$ cat src/sv/bfef_pkg.sv
// Shared constants and types of the binary fraction estimate fusion block
`timescale 1ns / 1ps

package bfef_pkg;

  localparam int COUNT_BITS = 16;
  localparam int CONF_BITS  = 48;
  localparam int FRAC_BITS  = 16;
  localparam int EST_BITS   = FRAC_BITS + 1;
  localparam int FLOOR_BITS = 16;
  localparam int ACC_BITS   = 64;
  localparam int SQ_BITS    = 2 * COUNT_BITS + 1;
  localparam int DW         = 100;
  localparam int MB         = 34;
  localparam int ITER_BITS  = 7;

  localparam logic [EST_BITS-1:0]  EST_ONE  = {1'b1, {FRAC_BITS{1'b0}}};
  localparam logic [CONF_BITS-1:0] CONF_MAX = '1;
  localparam logic [ACC_BITS-1:0]  ACC_MAX  = '1;

  localparam logic [1:0] CMD_LOCAL    = 2'd0;
  localparam logic [1:0] CMD_NEIGHBOR = 2'd1;
  localparam logic [1:0] CMD_CLOSE    = 2'd2;

  typedef enum logic {
    OP_MUL,
    OP_DIV
  } unit_op_t;

  typedef struct packed {
    logic     start;
    unit_op_t op;
  } unit_req_t;

endpackage

$ cat src/sv/bfef_if.sv
// Handshake channels of the binary fraction estimate fusion block
`timescale 1ns / 1ps

interface bfef_in_if import bfef_pkg::*; ();
  logic                  valid;
  logic                  ready;
  logic [1:0]            command;
  logic [COUNT_BITS-1:0] black_count;
  logic [COUNT_BITS-1:0] observation_count;
  logic [EST_BITS-1:0]   acc_black;
  logic [EST_BITS-1:0]   acc_white;
  logic [EST_BITS-1:0]   neighbor_estimate;
  logic [CONF_BITS-1:0]  neighbor_confidence;

  modport source (output valid, command, black_count, observation_count, acc_black,
                  acc_white, neighbor_estimate, neighbor_confidence, input ready);
  modport sink (input valid, command, black_count, observation_count, acc_black,
                acc_white, neighbor_estimate, neighbor_confidence, output ready);
endinterface

interface bfef_out_if import bfef_pkg::*; ();
  logic                 valid;
  logic                 ready;
  logic                 kind;
  logic [EST_BITS-1:0]  estimate;
  logic [CONF_BITS-1:0] confidence;
  logic [EST_BITS-1:0]  social_estimate;
  logic [CONF_BITS-1:0] social_confidence;
  logic                 saturated;

  modport source (output valid, kind, estimate, confidence, social_estimate,
                  social_confidence, saturated, input ready);
  modport sink (input valid, kind, estimate, confidence, social_estimate,
                social_confidence, saturated, output ready);
endinterface

interface bfef_cfg_if import bfef_pkg::*; ();
  logic                  valid;
  logic                  ready;
  logic [FLOOR_BITS-1:0] data;

  modport source (output valid, data, input ready);
  modport sink (input valid, data, output ready);
endinterface

$ cat src/sv/bfef_unit.sv
// Shared shift-add multiplier and restoring divider
`timescale 1ns / 1ps

module bfef_unit import bfef_pkg::*; (
  input  logic          clk,
  input  logic          rst_n,
  input  unit_req_t     req,
  input  logic [DW-1:0] op_a,
  input  logic [DW-1:0] op_b,
  output logic          done,
  output logic [DW-1:0] res
);

  logic                 busy_r;
  logic                 done_r;
  unit_op_t             op_r;
  logic [ITER_BITS-1:0] cnt_r;
  logic [DW-1:0]        acc_r;
  logic [DW-1:0]        sa_r;
  logic [DW-1:0]        sb_r;
  logic [DW-1:0]        rem_r;
  logic [DW:0]          rem_sh;
  logic [DW:0]          rem_dif;
  logic                 ge;

  assign rem_sh  = {rem_r, sa_r[DW-1]};
  assign ge      = rem_sh >= {1'b0, sb_r};
  assign rem_dif = rem_sh - {1'b0, sb_r};

  always_ff @(posedge clk) begin
    if (!rst_n) begin
      busy_r <= 1'b0;
      done_r <= 1'b0;
    end else begin
      done_r <= 1'b0;
      if (req.start) begin
        busy_r <= 1'b1;
        op_r   <= req.op;
        acc_r  <= '0;
        rem_r  <= '0;
        sa_r   <= op_a;
        sb_r   <= op_b;
        cnt_r  <= (req.op == OP_MUL) ? ITER_BITS'(MB) : ITER_BITS'(DW);
      end else if (busy_r) begin
        cnt_r <= cnt_r - 1'b1;
        if (cnt_r == ITER_BITS'(1)) begin
          busy_r <= 1'b0;
          done_r <= 1'b1;
        end
        case (op_r)
          OP_MUL: begin
            if (sb_r[0]) acc_r <= acc_r + sa_r;
            sa_r <= {sa_r[DW-2:0], 1'b0};
            sb_r <= {1'b0, sb_r[DW-1:1]};
          end
          default: begin
            rem_r <= ge ? rem_dif[DW-1:0] : rem_sh[DW-1:0];
            acc_r <= {acc_r[DW-2:0], ge};
            sa_r  <= {sa_r[DW-2:0], 1'b0};
          end
        endcase
      end
    end
  end

  assign done = done_r;
  assign res  = acc_r;

endmodule

$ cat src/sv/binary_fraction_estimate_fusion.sv
// Top level: command sequencer, state and result register of the estimate fusion block
//
//  channel  | dir | handshake     | beat
//  in_bus   | in  | valid / ready | command, counts, accuracies, neighbour estimate
//  out_bus  | out | valid / ready | kind, estimates, confidences, saturated flag
//  cfg_bus  | in  | valid / ready | confidence floor, always ready
//
// One beat at a time; every multiply and every divide runs in the shared unit.
// Synchronous active-low reset; no clearing pass. A stalled result holds the
// sequencer in its output state.
`timescale 1ns / 1ps

module binary_fraction_estimate_fusion import bfef_pkg::*; (
  input  logic        clk,
  input  logic        rst_n,
  bfef_in_if.sink     in_bus,
  bfef_out_if.source  out_bus,
  bfef_cfg_if.sink    cfg_bus
);

  typedef enum logic [5:0] {
    S_IDLE, S_DISPATCH,
    S_P_TT, S_P_TTT, S_P_HG, S_P_EST, S_P_CONF,
    S_R_TW, S_R_DT, S_R_DD, S_R_BRANCH,
    S_C_XX, S_C_YY, S_C_DEN, S_C_ON, S_C_OFF, S_C_NUM, S_C_DIV,
    S_E_EST, S_E_TT, S_E_TTT, S_E_TD2, S_E_HG, S_E_DIV,
    S_N_HI, S_N_LO, S_N_ACC,
    S_K_SX, S_K_LE, S_K_SX2, S_K_EST,
    S_FLOOR, S_OUT
  } state_t;

  state_t                state_r;
  logic                  wait_r;
  logic [1:0]            cmd_r;
  logic [COUNT_BITS-1:0] t_r, h_r;
  logic [EST_BITS-1:0]   a_r, w_r, ne_r;
  logic [CONF_BITS-1:0]  nc_r;
  logic [DW-1:0]         x_r, y_r, z_r, u_r;
  logic [SQ_BITS-1:0]    d2_r;
  logic [EST_BITS-1:0]   est_r, le_r, sx_r;
  logic [CONF_BITS-1:0]  conf_r, lc_r, sc_r, cs_r;
  logic [ACC_BITS-1:0]   ws_r;
  logic                  flag_r, hi_r, seen_r;
  logic [FLOOR_BITS-1:0] floor_r;

  logic                  out_valid_r, out_kind_r, out_sat_r;
  logic [EST_BITS-1:0]   out_est_r, out_sx_r;
  logic [CONF_BITS-1:0]  out_conf_r, out_sc_r;

  logic [COUNT_BITS-1:0] g_w, h_in;
  logic [EST_BITS-1:0]   a_in, w_in, ne_in;
  logic signed [35:0]    num_s, num_n;
  logic [35:0]           num_mag;
  logic signed [17:0]    dd_s, dd_n;
  logic [EST_BITS-1:0]   dd_mag, xsel, omx;
  logic [COUNT_BITS-1:0] onsel, offsel;
  logic [CONF_BITS:0]    dsum, cs_sum;
  logic [49:0]           prod;
  logic [ACC_BITS:0]     ws_sum;
  logic [CONF_BITS-1:0]  conf_fl;

  unit_req_t             req;
  logic [DW-1:0]         op_a, op_b, div_max, u_res, cap_val;
  logic                  is_op, u_done, dz, cap, cap_flag, over;

  assign h_in  = (in_bus.black_count > in_bus.observation_count) ?
                 in_bus.observation_count : in_bus.black_count;
  assign a_in  = (in_bus.acc_black > EST_ONE) ? EST_ONE : in_bus.acc_black;
  assign w_in  = (in_bus.acc_white > EST_ONE) ? EST_ONE : in_bus.acc_white;
  assign ne_in = (in_bus.neighbor_estimate > EST_ONE) ? EST_ONE : in_bus.neighbor_estimate;

  assign g_w     = t_r - h_r;
  assign num_s   = $signed({4'b0, h_r, {FRAC_BITS{1'b0}}}) + $signed({3'b0, x_r[SQ_BITS-1:0]})
                 - $signed({4'b0, t_r, {FRAC_BITS{1'b0}}});
  assign num_n   = -num_s;
  assign num_mag = num_s[35] ? num_n : num_s;
  assign dd_s    = $signed({1'b0, a_r}) + $signed({1'b0, w_r}) - $signed({1'b0, EST_ONE});
  assign dd_n    = -dd_s;
  assign dd_mag  = dd_s[17] ? dd_n[EST_BITS-1:0] : dd_s[EST_BITS-1:0];
  assign xsel    = hi_r ? a_r : w_r;
  assign omx     = EST_ONE - xsel;
  assign onsel   = hi_r ? g_w : h_r;
  assign offsel  = hi_r ? h_r : g_w;
  assign dsum    = {1'b0, lc_r} + {1'b0, sc_r};
  assign prod    = x_r[49:0] + 50'(y_r[DW-1:FRAC_BITS]);
  assign ws_sum  = {1'b0, ws_r} + (ACC_BITS+1)'(prod);
  assign cs_sum  = {1'b0, cs_r} + {1'b0, nc_r};
  assign conf_fl = (conf_r <= CONF_BITS'(floor_r)) ? CONF_BITS'(floor_r) : conf_r;

  always_comb begin
    is_op   = 1'b1;
    req.op  = OP_MUL;
    op_a    = '0;
    op_b    = '0;
    div_max = DW'(EST_ONE);
    unique case (state_r)
      S_P_TT:   begin op_a = DW'(t_r); op_b = DW'(t_r); end
      S_P_TTT:  begin op_a = x_r; op_b = DW'(t_r); end
      S_P_HG:   begin op_a = DW'(h_r); op_b = DW'(g_w); end
      S_P_EST:  begin
        req.op = OP_DIV; op_a = DW'({h_r, {FRAC_BITS{1'b0}}}); op_b = DW'(t_r);
      end
      S_P_CONF: begin
        req.op = OP_DIV; op_a = {x_r[DW-FRAC_BITS-1:0], {FRAC_BITS{1'b0}}}; op_b = y_r;
        div_max = DW'(CONF_MAX);
      end
      S_R_TW:   begin op_a = DW'(t_r); op_b = DW'(w_r); end
      S_R_DT:   begin op_a = DW'(dd_mag); op_b = DW'(t_r); end
      S_R_DD:   begin op_a = DW'(dd_mag); op_b = DW'(dd_mag); end
      S_C_XX:   begin op_a = DW'(xsel); op_b = DW'(xsel); end
      S_C_YY:   begin op_a = DW'(omx); op_b = DW'(omx); end
      S_C_DEN:  begin op_a = y_r; op_b = z_r; end
      S_C_ON:   begin op_a = y_r; op_b = DW'(onsel); end
      S_C_OFF:  begin op_a = z_r; op_b = DW'(offsel); end
      S_C_NUM:  begin op_a = y_r + z_r; op_b = DW'(d2_r); end
      S_C_DIV:  begin
        req.op = OP_DIV; op_a = {y_r[DW-FRAC_BITS-1:0], {FRAC_BITS{1'b0}}}; op_b = u_r;
        div_max = DW'(CONF_MAX);
      end
      S_E_EST:  begin
        req.op = OP_DIV; op_a = DW'({num_mag, {FRAC_BITS{1'b0}}}); op_b = y_r;
      end
      S_E_TT:   begin op_a = DW'(t_r); op_b = DW'(t_r); end
      S_E_TTT:  begin op_a = x_r; op_b = DW'(t_r); end
      S_E_TD2:  begin op_a = x_r; op_b = DW'(d2_r); end
      S_E_HG:   begin op_a = DW'(h_r); op_b = DW'(g_w); end
      S_E_DIV:  begin
        req.op = OP_DIV; op_a = x_r; op_b = {z_r[DW-FRAC_BITS-1:0], {FRAC_BITS{1'b0}}};
        div_max = DW'(CONF_MAX);
      end
      S_N_HI:   begin op_a = DW'(nc_r[CONF_BITS-1:FRAC_BITS]); op_b = DW'(ne_r); end
      S_N_LO:   begin op_a = DW'(nc_r[FRAC_BITS-1:0]); op_b = DW'(ne_r); end
      S_K_SX:   begin req.op = OP_DIV; op_a = DW'({ws_r, {FRAC_BITS{1'b0}}}); op_b = DW'(cs_r); end
      S_K_LE:   begin op_a = DW'(lc_r); op_b = DW'(le_r); end
      S_K_SX2:  begin op_a = DW'(sc_r); op_b = DW'(sx_r); end
      S_K_EST:  begin req.op = OP_DIV; op_a = x_r + y_r; op_b = DW'(dsum); end
      default:  is_op = 1'b0;
    endcase
    req.start = is_op && !wait_r && !((req.op == OP_DIV) && (op_b == '0));
  end

  assign dz        = (req.op == OP_DIV) && (op_b == '0);
  assign cap       = is_op && (wait_r ? u_done : dz);
  assign over      = u_res > div_max;
  assign cap_flag  = (req.op == OP_DIV) && (dz || over);
  assign cap_val   = (req.op == OP_MUL) ? u_res : ((dz || over) ? div_max : u_res);

  bfef_unit u_unit (
    .clk  (clk),
    .rst_n(rst_n),
    .req  (req),
    .op_a (op_a),
    .op_b (op_b),
    .done (u_done),
    .res  (u_res)
  );

  always_ff @(posedge clk) begin
    if (!rst_n) begin
      state_r     <= S_IDLE;
      wait_r      <= 1'b0;
      out_valid_r <= 1'b0;
      floor_r     <= FLOOR_BITS'(1);
      cs_r        <= CONF_BITS'(1);
      ws_r        <= '0;
      seen_r      <= 1'b0;
      lc_r        <= '0;
      le_r        <= '0;
    end else begin
      if (cfg_bus.valid) begin
        floor_r <= cfg_bus.data;
        if (!seen_r) cs_r <= CONF_BITS'(cfg_bus.data);
      end
      if (out_valid_r && out_bus.ready) out_valid_r <= 1'b0;
      if (req.start) wait_r <= 1'b1;
      if (cap) begin
        wait_r <= 1'b0;
        flag_r <= flag_r | cap_flag;
      end
      unique case (state_r)
        S_IDLE: begin
          if (in_bus.valid) begin
            cmd_r   <= in_bus.command;
            t_r     <= in_bus.observation_count;
            h_r     <= h_in;
            a_r     <= a_in;
            w_r     <= w_in;
            ne_r    <= ne_in;
            nc_r    <= in_bus.neighbor_confidence;
            flag_r  <= 1'b0;
            state_r <= S_DISPATCH;
          end
        end
        S_DISPATCH: begin
          case (cmd_r)
            CMD_LOCAL: begin
              sx_r <= '0;
              sc_r <= '0;
              if (t_r == '0) begin
                est_r   <= '0;
                conf_r  <= CONF_MAX;
                flag_r  <= 1'b1;
                state_r <= S_FLOOR;
              end else if (a_r == EST_ONE && w_r == EST_ONE) begin
                state_r <= S_P_TT;
              end else begin
                state_r <= S_R_TW;
              end
            end
            CMD_NEIGHBOR: state_r <= S_N_HI;
            CMD_CLOSE: begin
              flag_r  <= (ws_r == ACC_MAX) || (cs_r == CONF_MAX);
              sc_r    <= seen_r ? cs_r : '0;
              state_r <= S_K_SX;
            end
            default: state_r <= S_IDLE;
          endcase
        end
        S_P_TT:   if (cap) begin x_r <= cap_val; state_r <= S_P_TTT; end
        S_P_TTT:  if (cap) begin x_r <= cap_val; state_r <= S_P_HG; end
        S_P_HG:   if (cap) begin y_r <= cap_val; state_r <= S_P_EST; end
        S_P_EST:  if (cap) begin est_r <= cap_val[EST_BITS-1:0]; state_r <= S_P_CONF; end
        S_P_CONF: if (cap) begin conf_r <= cap_val[CONF_BITS-1:0]; state_r <= S_FLOOR; end
        S_R_TW:   if (cap) begin x_r <= cap_val; state_r <= S_R_DT; end
        S_R_DT:   if (cap) begin y_r <= cap_val; state_r <= S_R_DD; end
        S_R_DD:   if (cap) begin d2_r <= cap_val[SQ_BITS-1:0]; state_r <= S_R_BRANCH; end
        S_R_BRANCH: begin
          state_r <= S_C_XX;
          if (dd_s == '0) begin
            flag_r <= 1'b1;
            hi_r   <= (num_s > 0);
          end else if (num_s == '0 || (num_s[35] != dd_s[17])) begin
            hi_r <= 1'b0;
          end else if (num_mag >= {3'b0, y_r[SQ_BITS-1:0]}) begin
            hi_r <= 1'b1;
          end else begin
            state_r <= S_E_EST;
          end
          est_r <= (dd_s != '0 && num_s != '0 && num_s[35] == dd_s[17] &&
                    num_mag >= {3'b0, y_r[SQ_BITS-1:0]}) || (dd_s == '0 && num_s > 0) ?
                   EST_ONE : '0;
        end
        S_C_XX:   if (cap) begin y_r <= cap_val; state_r <= S_C_YY; end
        S_C_YY:   if (cap) begin z_r <= cap_val; state_r <= S_C_DEN; end
        S_C_DEN:  if (cap) begin u_r <= cap_val; state_r <= S_C_ON; end
        S_C_ON:   if (cap) begin y_r <= cap_val; state_r <= S_C_OFF; end
        S_C_OFF:  if (cap) begin z_r <= cap_val; state_r <= S_C_NUM; end
        S_C_NUM:  if (cap) begin y_r <= cap_val; state_r <= S_C_DIV; end
        S_C_DIV:  if (cap) begin conf_r <= cap_val[CONF_BITS-1:0]; state_r <= S_FLOOR; end
        S_E_EST:  if (cap) begin est_r <= cap_val[EST_BITS-1:0]; state_r <= S_E_TT; end
        S_E_TT:   if (cap) begin x_r <= cap_val; state_r <= S_E_TTT; end
        S_E_TTT:  if (cap) begin x_r <= cap_val; state_r <= S_E_TD2; end
        S_E_TD2:  if (cap) begin x_r <= cap_val; state_r <= S_E_HG; end
        S_E_HG:   if (cap) begin z_r <= cap_val; state_r <= S_E_DIV; end
        S_E_DIV:  if (cap) begin conf_r <= cap_val[CONF_BITS-1:0]; state_r <= S_FLOOR; end
        S_N_HI:   if (cap) begin x_r <= cap_val; state_r <= S_N_LO; end
        S_N_LO:   if (cap) begin y_r <= cap_val; state_r <= S_N_ACC; end
        S_N_ACC: begin
          ws_r    <= ws_sum[ACC_BITS] ? ACC_MAX : ws_sum[ACC_BITS-1:0];
          cs_r    <= cs_sum[CONF_BITS] ? CONF_MAX : cs_sum[CONF_BITS-1:0];
          seen_r  <= 1'b1;
          state_r <= S_IDLE;
        end
        S_K_SX:   if (cap) begin sx_r <= cap_val[EST_BITS-1:0]; state_r <= S_K_LE; end
        S_K_LE:   if (cap) begin x_r <= cap_val; state_r <= S_K_SX2; end
        S_K_SX2:  if (cap) begin y_r <= cap_val; state_r <= S_K_EST; end
        S_K_EST: begin
          if (cap) begin
            est_r   <= cap_val[EST_BITS-1:0];
            conf_r  <= dsum[CONF_BITS] ? CONF_MAX : dsum[CONF_BITS-1:0];
            flag_r  <= flag_r | cap_flag | dsum[CONF_BITS];
            state_r <= S_OUT;
          end
        end
        S_FLOOR: begin
          conf_r  <= conf_fl;
          lc_r    <= conf_fl;
          le_r    <= est_r;
          state_r <= S_OUT;
        end
        S_OUT: begin
          if (!out_valid_r || out_bus.ready) begin
            out_valid_r <= 1'b1;
            out_kind_r  <= (cmd_r == CMD_CLOSE);
            out_est_r   <= est_r;
            out_conf_r  <= conf_r;
            out_sx_r    <= sx_r;
            out_sc_r    <= sc_r;
            out_sat_r   <= flag_r;
            state_r     <= S_IDLE;
            if (cmd_r == CMD_CLOSE) begin
              ws_r   <= '0;
              cs_r   <= CONF_BITS'(floor_r);
              seen_r <= 1'b0;
            end
          end
        end
        default: state_r <= S_IDLE;
      endcase
    end
  end

  assign in_bus.ready              = (state_r == S_IDLE);
  assign cfg_bus.ready             = 1'b1;
  assign out_bus.valid             = out_valid_r;
  assign out_bus.kind              = out_kind_r;
  assign out_bus.estimate          = out_est_r;
  assign out_bus.confidence        = out_conf_r;
  assign out_bus.social_estimate   = out_sx_r;
  assign out_bus.social_confidence = out_sc_r;
  assign out_bus.saturated         = out_sat_r;

endmodule
$ cat src/flat_wrapper.sv
// flat-port wrapper written by rule: the top's interface ports become plain ports
module binary_fraction_estimate_fusion_flat import bfef_pkg::*;
  (clk, rst_n, in_bus_valid, in_bus_command, in_bus_black_count, in_bus_observation_count, in_bus_acc_black, in_bus_acc_white, in_bus_neighbor_estimate, in_bus_neighbor_confidence, in_bus_ready, out_bus_valid, out_bus_kind, out_bus_estimate, out_bus_confidence, out_bus_social_estimate, out_bus_social_confidence, out_bus_saturated, out_bus_ready, cfg_bus_valid, cfg_bus_data, cfg_bus_ready);
  bfef_in_if in_bus_i ();
  bfef_out_if out_bus_i ();
  bfef_cfg_if cfg_bus_i ();
  input  logic clk;
  input  logic rst_n;
  input wire logic [$bits(in_bus_i.valid)-1:0] in_bus_valid;
  input wire logic [$bits(in_bus_i.command)-1:0] in_bus_command;
  input wire logic [$bits(in_bus_i.black_count)-1:0] in_bus_black_count;
  input wire logic [$bits(in_bus_i.observation_count)-1:0] in_bus_observation_count;
  input wire logic [$bits(in_bus_i.acc_black)-1:0] in_bus_acc_black;
  input wire logic [$bits(in_bus_i.acc_white)-1:0] in_bus_acc_white;
  input wire logic [$bits(in_bus_i.neighbor_estimate)-1:0] in_bus_neighbor_estimate;
  input wire logic [$bits(in_bus_i.neighbor_confidence)-1:0] in_bus_neighbor_confidence;
  output wire logic [$bits(in_bus_i.ready)-1:0] in_bus_ready;
  output wire logic [$bits(out_bus_i.valid)-1:0] out_bus_valid;
  output wire logic [$bits(out_bus_i.kind)-1:0] out_bus_kind;
  output wire logic [$bits(out_bus_i.estimate)-1:0] out_bus_estimate;
  output wire logic [$bits(out_bus_i.confidence)-1:0] out_bus_confidence;
  output wire logic [$bits(out_bus_i.social_estimate)-1:0] out_bus_social_estimate;
  output wire logic [$bits(out_bus_i.social_confidence)-1:0] out_bus_social_confidence;
  output wire logic [$bits(out_bus_i.saturated)-1:0] out_bus_saturated;
  input wire logic [$bits(out_bus_i.ready)-1:0] out_bus_ready;
  input wire logic [$bits(cfg_bus_i.valid)-1:0] cfg_bus_valid;
  input wire logic [$bits(cfg_bus_i.data)-1:0] cfg_bus_data;
  output wire logic [$bits(cfg_bus_i.ready)-1:0] cfg_bus_ready;
  assign in_bus_i.valid = in_bus_valid;
  assign in_bus_i.command = in_bus_command;
  assign in_bus_i.black_count = in_bus_black_count;
  assign in_bus_i.observation_count = in_bus_observation_count;
  assign in_bus_i.acc_black = in_bus_acc_black;
  assign in_bus_i.acc_white = in_bus_acc_white;
  assign in_bus_i.neighbor_estimate = in_bus_neighbor_estimate;
  assign in_bus_i.neighbor_confidence = in_bus_neighbor_confidence;
  assign in_bus_ready = in_bus_i.ready;
  assign out_bus_valid = out_bus_i.valid;
  assign out_bus_kind = out_bus_i.kind;
  assign out_bus_estimate = out_bus_i.estimate;
  assign out_bus_confidence = out_bus_i.confidence;
  assign out_bus_social_estimate = out_bus_i.social_estimate;
  assign out_bus_social_confidence = out_bus_i.social_confidence;
  assign out_bus_saturated = out_bus_i.saturated;
  assign out_bus_i.ready = out_bus_ready;
  assign cfg_bus_i.valid = cfg_bus_valid;
  assign cfg_bus_i.data = cfg_bus_data;
  assign cfg_bus_ready = cfg_bus_i.ready;
  binary_fraction_estimate_fusion u_core (.clk(clk), .rst_n(rst_n), .in_bus(in_bus_i), .out_bus(out_bus_i), .cfg_bus(cfg_bus_i));
endmodule
$ cat config.mk
export PLATFORM = sky130hd
export DESIGN_NAME = binary_fraction_estimate_fusion_flat
export DESIGN_NICKNAME = d
export VERILOG_FILES = /design/src/sv/bfef_pkg.sv /design/src/sv/bfef_if.sv /design/src/sv/bfef_unit.sv /design/src/sv/binary_fraction_estimate_fusion.sv /design/src/flat_wrapper.sv
export SDC_FILE = /design/constraint.sdc
export NUM_CORES = 2
export LEC_CHECK = 0
export BUFFER_PORTS_ARGS = -buffer_cell sky130_fd_sc_hd__buf_2
export CORE_AREA = 2 2 341 681
export DETAILED_ROUTE_END_ITERATION = 6
export DIE_AREA = 0 0 343 683
export PLACE_DENSITY = 0.62
export SYNTH_ARGS = -nofsm -noshare
export SYNTH_HDL_FRONTEND = slang
export SYNTH_SLANG_ARGS = --single-unit
$ cat constraint.sdc
create_clock -name clk -period 26.8 [get_ports clk]
set_clock_uncertainty 0.1 [all_clocks]
set_input_delay 4.02 -clock clk [delete_from_list [all_inputs] [get_ports clk]]
set_output_delay 4.02 -clock clk [all_outputs]
set_load 0.01 [all_outputs]
==> results.toml <==
[global_route]
grt_max_degree = 149
grt_pass1_wl_um = 655000
antenna_found_initial = 55
grt.overflow.total = 0
grt_usage_pct = 38.8
grt_pass1_vias = 87576

[power_and_ir_drop]
p_leak_nw = 43.3
clkPwrFrac_pct = 18.3
internal-power_mw = 6.53
p_sw_mw = 5.48
power_density_nw_per_um2 = 109
seq_power_share_pct = 31.0
peakVddDrop_mv = 0.0889
switching_share_pct = 45.6
comb_power_share_pct = 50.7

[sta]
finalSetupViolations = 0
tns_ns = 0
period_needed_ns = 10.28
timing.hold.ws_ns = 0.381
post-route-period-util_pct = 38.3
rsz0062_at_grt = "no"
fin_ws_ns = 16.52
hold_viol_final = 0
relSlewSlack_pct = -8.58
max_freq_mhz = 97.3
tightest_slew_ns = 1.63
slew_violations = 4

[cts]
cts_resized = 0
cts_post_setup_buffers_inserted = 0
clk_latency_ns = 0.90
cts_tree = "built"
cts_buffer_depth = 4
cts.htree.levels = 4
ctsHoldBuffers = 0
numCtsBuffers = 151
cts_root_buf = "clkbuf_16"
clkTransAtPathRegs_ns = 0.07
clock-sinks = 1442

[critical_path]
crit_path_top_delay_cell = "a21oi_1"
arrival_ns = 10.64
worst-endpoint-required_ns = 27.17
worstSetupStartpointType = "flop"
ff2ff_path_depth = 17
reg2reg_slack_ns = 16.52
r2r-end = "u_core.u_r[85]$_DFFE_PP_"
crit_family = "compound AO/OA/AOI/OAI gates"
cp_cell_sequence = "inv_1, ha_1, a21oi_1, nor2b_1, o311ai_0, nand4_1, a2111oi_0, o221a_2, nand3_1, a21oi_1, nand4_1, or4_1, o31ai_2, nand3_1, nor2_4, buf_4, buf_4"
r2r-start = "u_core.h_r[14]$_DFFE_PP_"
max_stage_delay_ns = 1.27
path_class = "reg -> reg"
cp.buffers_inverters = 3
endpoint_kind = "flop"
cp_max_fo = 58

[yosys]
synth_xor_area_share_pct = 4.82
synth_area_leaders = "edfxtp_1 37%, ha_1 8.6%, a21oi_1 5.6%"
synth_warnings = 0
syn-num-nets = 11766
syn_inst = 10908
synthAdderAreaFrac_pct = 8.86
yosysSeqAreaShare_pct = 41.1
netlist_area_um2 = 100000
synth_top_family_by_area = "compound AO/OA/AOI/OAI gates"
synth_flop_cell = "edfxtp_1"
synth_async_sr_flop_share_pct = 0
synth_edf_count = 1238
syn_area_per_cell_um2 = 9.20
synth_cell_types = 97
synthSimpleGateAreaFrac_pct = 16.5
synth_seq_cells = 1442
yosysTopAreaCellShare_pct = 37.1
synth_compound_area_share_pct = 23.0
yosys.area.top_type = "edfxtp_1"
synth.area.mux_share_pct = 1.74

[floorplanning]
row_count = 249
start_util_pct = 43.8
ioPinCount = 289
die-area_um2 = 234000
die_w_um = 343
die_h_um = 683
core_um2 = 229000

[drt]
routed_wirelength_um = 469000
wl_per_cell_um = 33.2
drt-initial-drc-count = 13406
remaining_drc_errors = 38
firstDrtPassIters = 7
num_vias = 95123
viasPerCell = 6.75
ant_nets = 0

[layout]
layout-drive-gt1-share_pct = 8.16
final_cell_mix = "1315 x nand2_1, 1238 x edfxtp_1, 1112 x a21oi_1"
nFillCells = 22013
areaGrowthSynthToFinish_pct = 9.65
regArea_um2 = 41300
multi_input_area_um2 = 55500
nets = 11792
final_common_cell = "nand2_1"
fin_area_um2 = 110000
utilization_pct = 48.0

[outcome]
failed_checks = "DRC, capacitance limit, slew limit"
status = "complete, but fails checks"

[min_path]
hold_end = "u_core.le_r[12]$_SDFFE_PN0N_"
min_delay_path_depth = 2
hp-start = "u_core.le_r[12]$_SDFFE_PN0N_"
hp-class = "reg -> reg"

[placement]
place.gp.congestion = 1.07
pre_cts_ws_ns = 16.80
dpl_cell_area_um2 = 105000
io_buffers = 287
dp_hpwl_um = 354000

[flow_run]
drv_cap = 2
-- cells by family (layout without fill, tap and decap cells) --
group | after synthesis | after routing
xor+xnor | 551 | 551
buf+inv | 1009 | 1149
mux | 165 | 165
compound gates | 3533 | 3533
other cells | 1 | 39
simple gates | 3503 | 3503
flops | 1442 | 1442
fa+ha+maj | 704 | 704
-- Yosys cell counts (75+ instances only) --
cell and instances:
a211oi_1 173, a21o_1 358, a21oi_1 1118, a221oi_1 102, a22oi_1 309, a31oi_1 75
and2_1 97, and3_1 183, clkbuf_1 491, dfxtp_1 204, edfxtp_1 1238, ha_1 693
inv_1 384, mux2i_1 93, nand2_1 1318, nand2b_1 85, nand3_1 247, nand4_1 210
nor2_1 726, nor2b_1 123, nor3_1 189, nor4_1 114, o21a_1 99, o21ai_0 582
o21bai_1 90, xnor2_1 330, xor2_1 220
-- area by class of cell --
class	count	area share, %
Antenna cell	38	0.0864
Clock buffer	183	3.66
Clock inverter	84	0.762
Inverter	386	1.32
Multi-Input combinational cell	8457	50.5
Sequential cell	1442	37.5
Tap cell	3012	3.43
Timing Repair Buffer	496	2.77
-- worst max-delay path by stage --
| stage | from | end | slack [ns] | cells past startpoint |
|---|---|---|---|---|
| global route | u_core.w_r[1]$_SDFFCE_PN0P_ | u_core.u_unit.res[95]$_SDFFCE_PP0P_ | 16.13 | 21 |
| finish | u_core.h_r[14]$_DFFE_PP_ | u_core.u_r[85]$_DFFE_PP_ | 16.52 | 17 |
| detailed placement | u_core.w_r[1]$_SDFFCE_PN0P_ | u_core.u_unit.rem_r[94]$_SDFFCE_PP0P_ | 16.80 | 21 |
| CTS | u_core.w_r[1]$_SDFFCE_PN0P_ | u_core.u_unit.rem_r[94]$_SDFFCE_PP0P_ | 16.77 | 21 |
| floorplan | u_core.w_r[1]$_SDFFCE_PN0P_ | u_core.z_r[0]$_DFFE_PP_ | 14.11 | 18 |
| global placement | u_core.w_r[1]$_SDFFCE_PN0P_ | u_core.u_unit.rem_r[95]$_SDFFCE_PP0P_ | 16.56 | 20 |
-- registers in the layout, indices dropped and copies added (netlist names), 64 cells and up --
register,cells
u_core.z_r,100
u_core.u_unit.res,100
u_core.x_r,100
u_core.y_r,100
u_core.u_unit.sa_r,100
u_core.ws_r,64
u_core.u_unit.rem_r,100
u_core.u_unit.sb_r,100
u_core.u_r,100
-- power groups by stage --
stage	registers [mW]	logic [mW]	clock network, mW
3_3_place_gp	3.73	5.85	0
6_report	3.72	6.08	2.20
5_1_grt	3.72	6.61	2.28
2_1_floorplan	3.47	4.21	0
3_5_place_dp	3.72	5.90	0
4_1_cts	3.68	5.93	2.22
-- layer usage --
metal  up-vias  routed length, um  track usage (%)  share of wire [%]
met3      1355              58400             11.0                 12
met2      6414             195000             56.4                 42
li1      41206                  -                -                  -
met1     46130             181000             50.8                 39
met5         -                121                0              0.026
met4        18              34600             23.4                7.4
-- worst register-to-register path, cell delays in order, from the launching register on --
cell	delay, ns
edfxtp_1	0.95
inv_1	0.12
ha_1	0.41
a21oi_1	0.16
nor2b_1	0.06
o311ai_0	0.61
nand4_1	0.20
a2111oi_0	1.20
o221a_2	0.38
nand3_1	0.10
a21oi_1	1.27
nand4_1	0.16
or4_1	0.85
o31ai_2	0.69
nand3_1	0.51
nor2_4	0.63
buf_4	0.53
buf_4	0.84
-- metrics by stage --
step | instances | power (mW)
2_1_floorplan | 10908 | 7.68
3_3_place_gp | 13791 | 9.57
3_5_place_dp | 13793 | 9.62
4_1_cts | 14060 | 11.8
5_1_grt | 14064 | 12.6
6_report | 14098 | 12.0
Power figures use the tool's default switching activity.
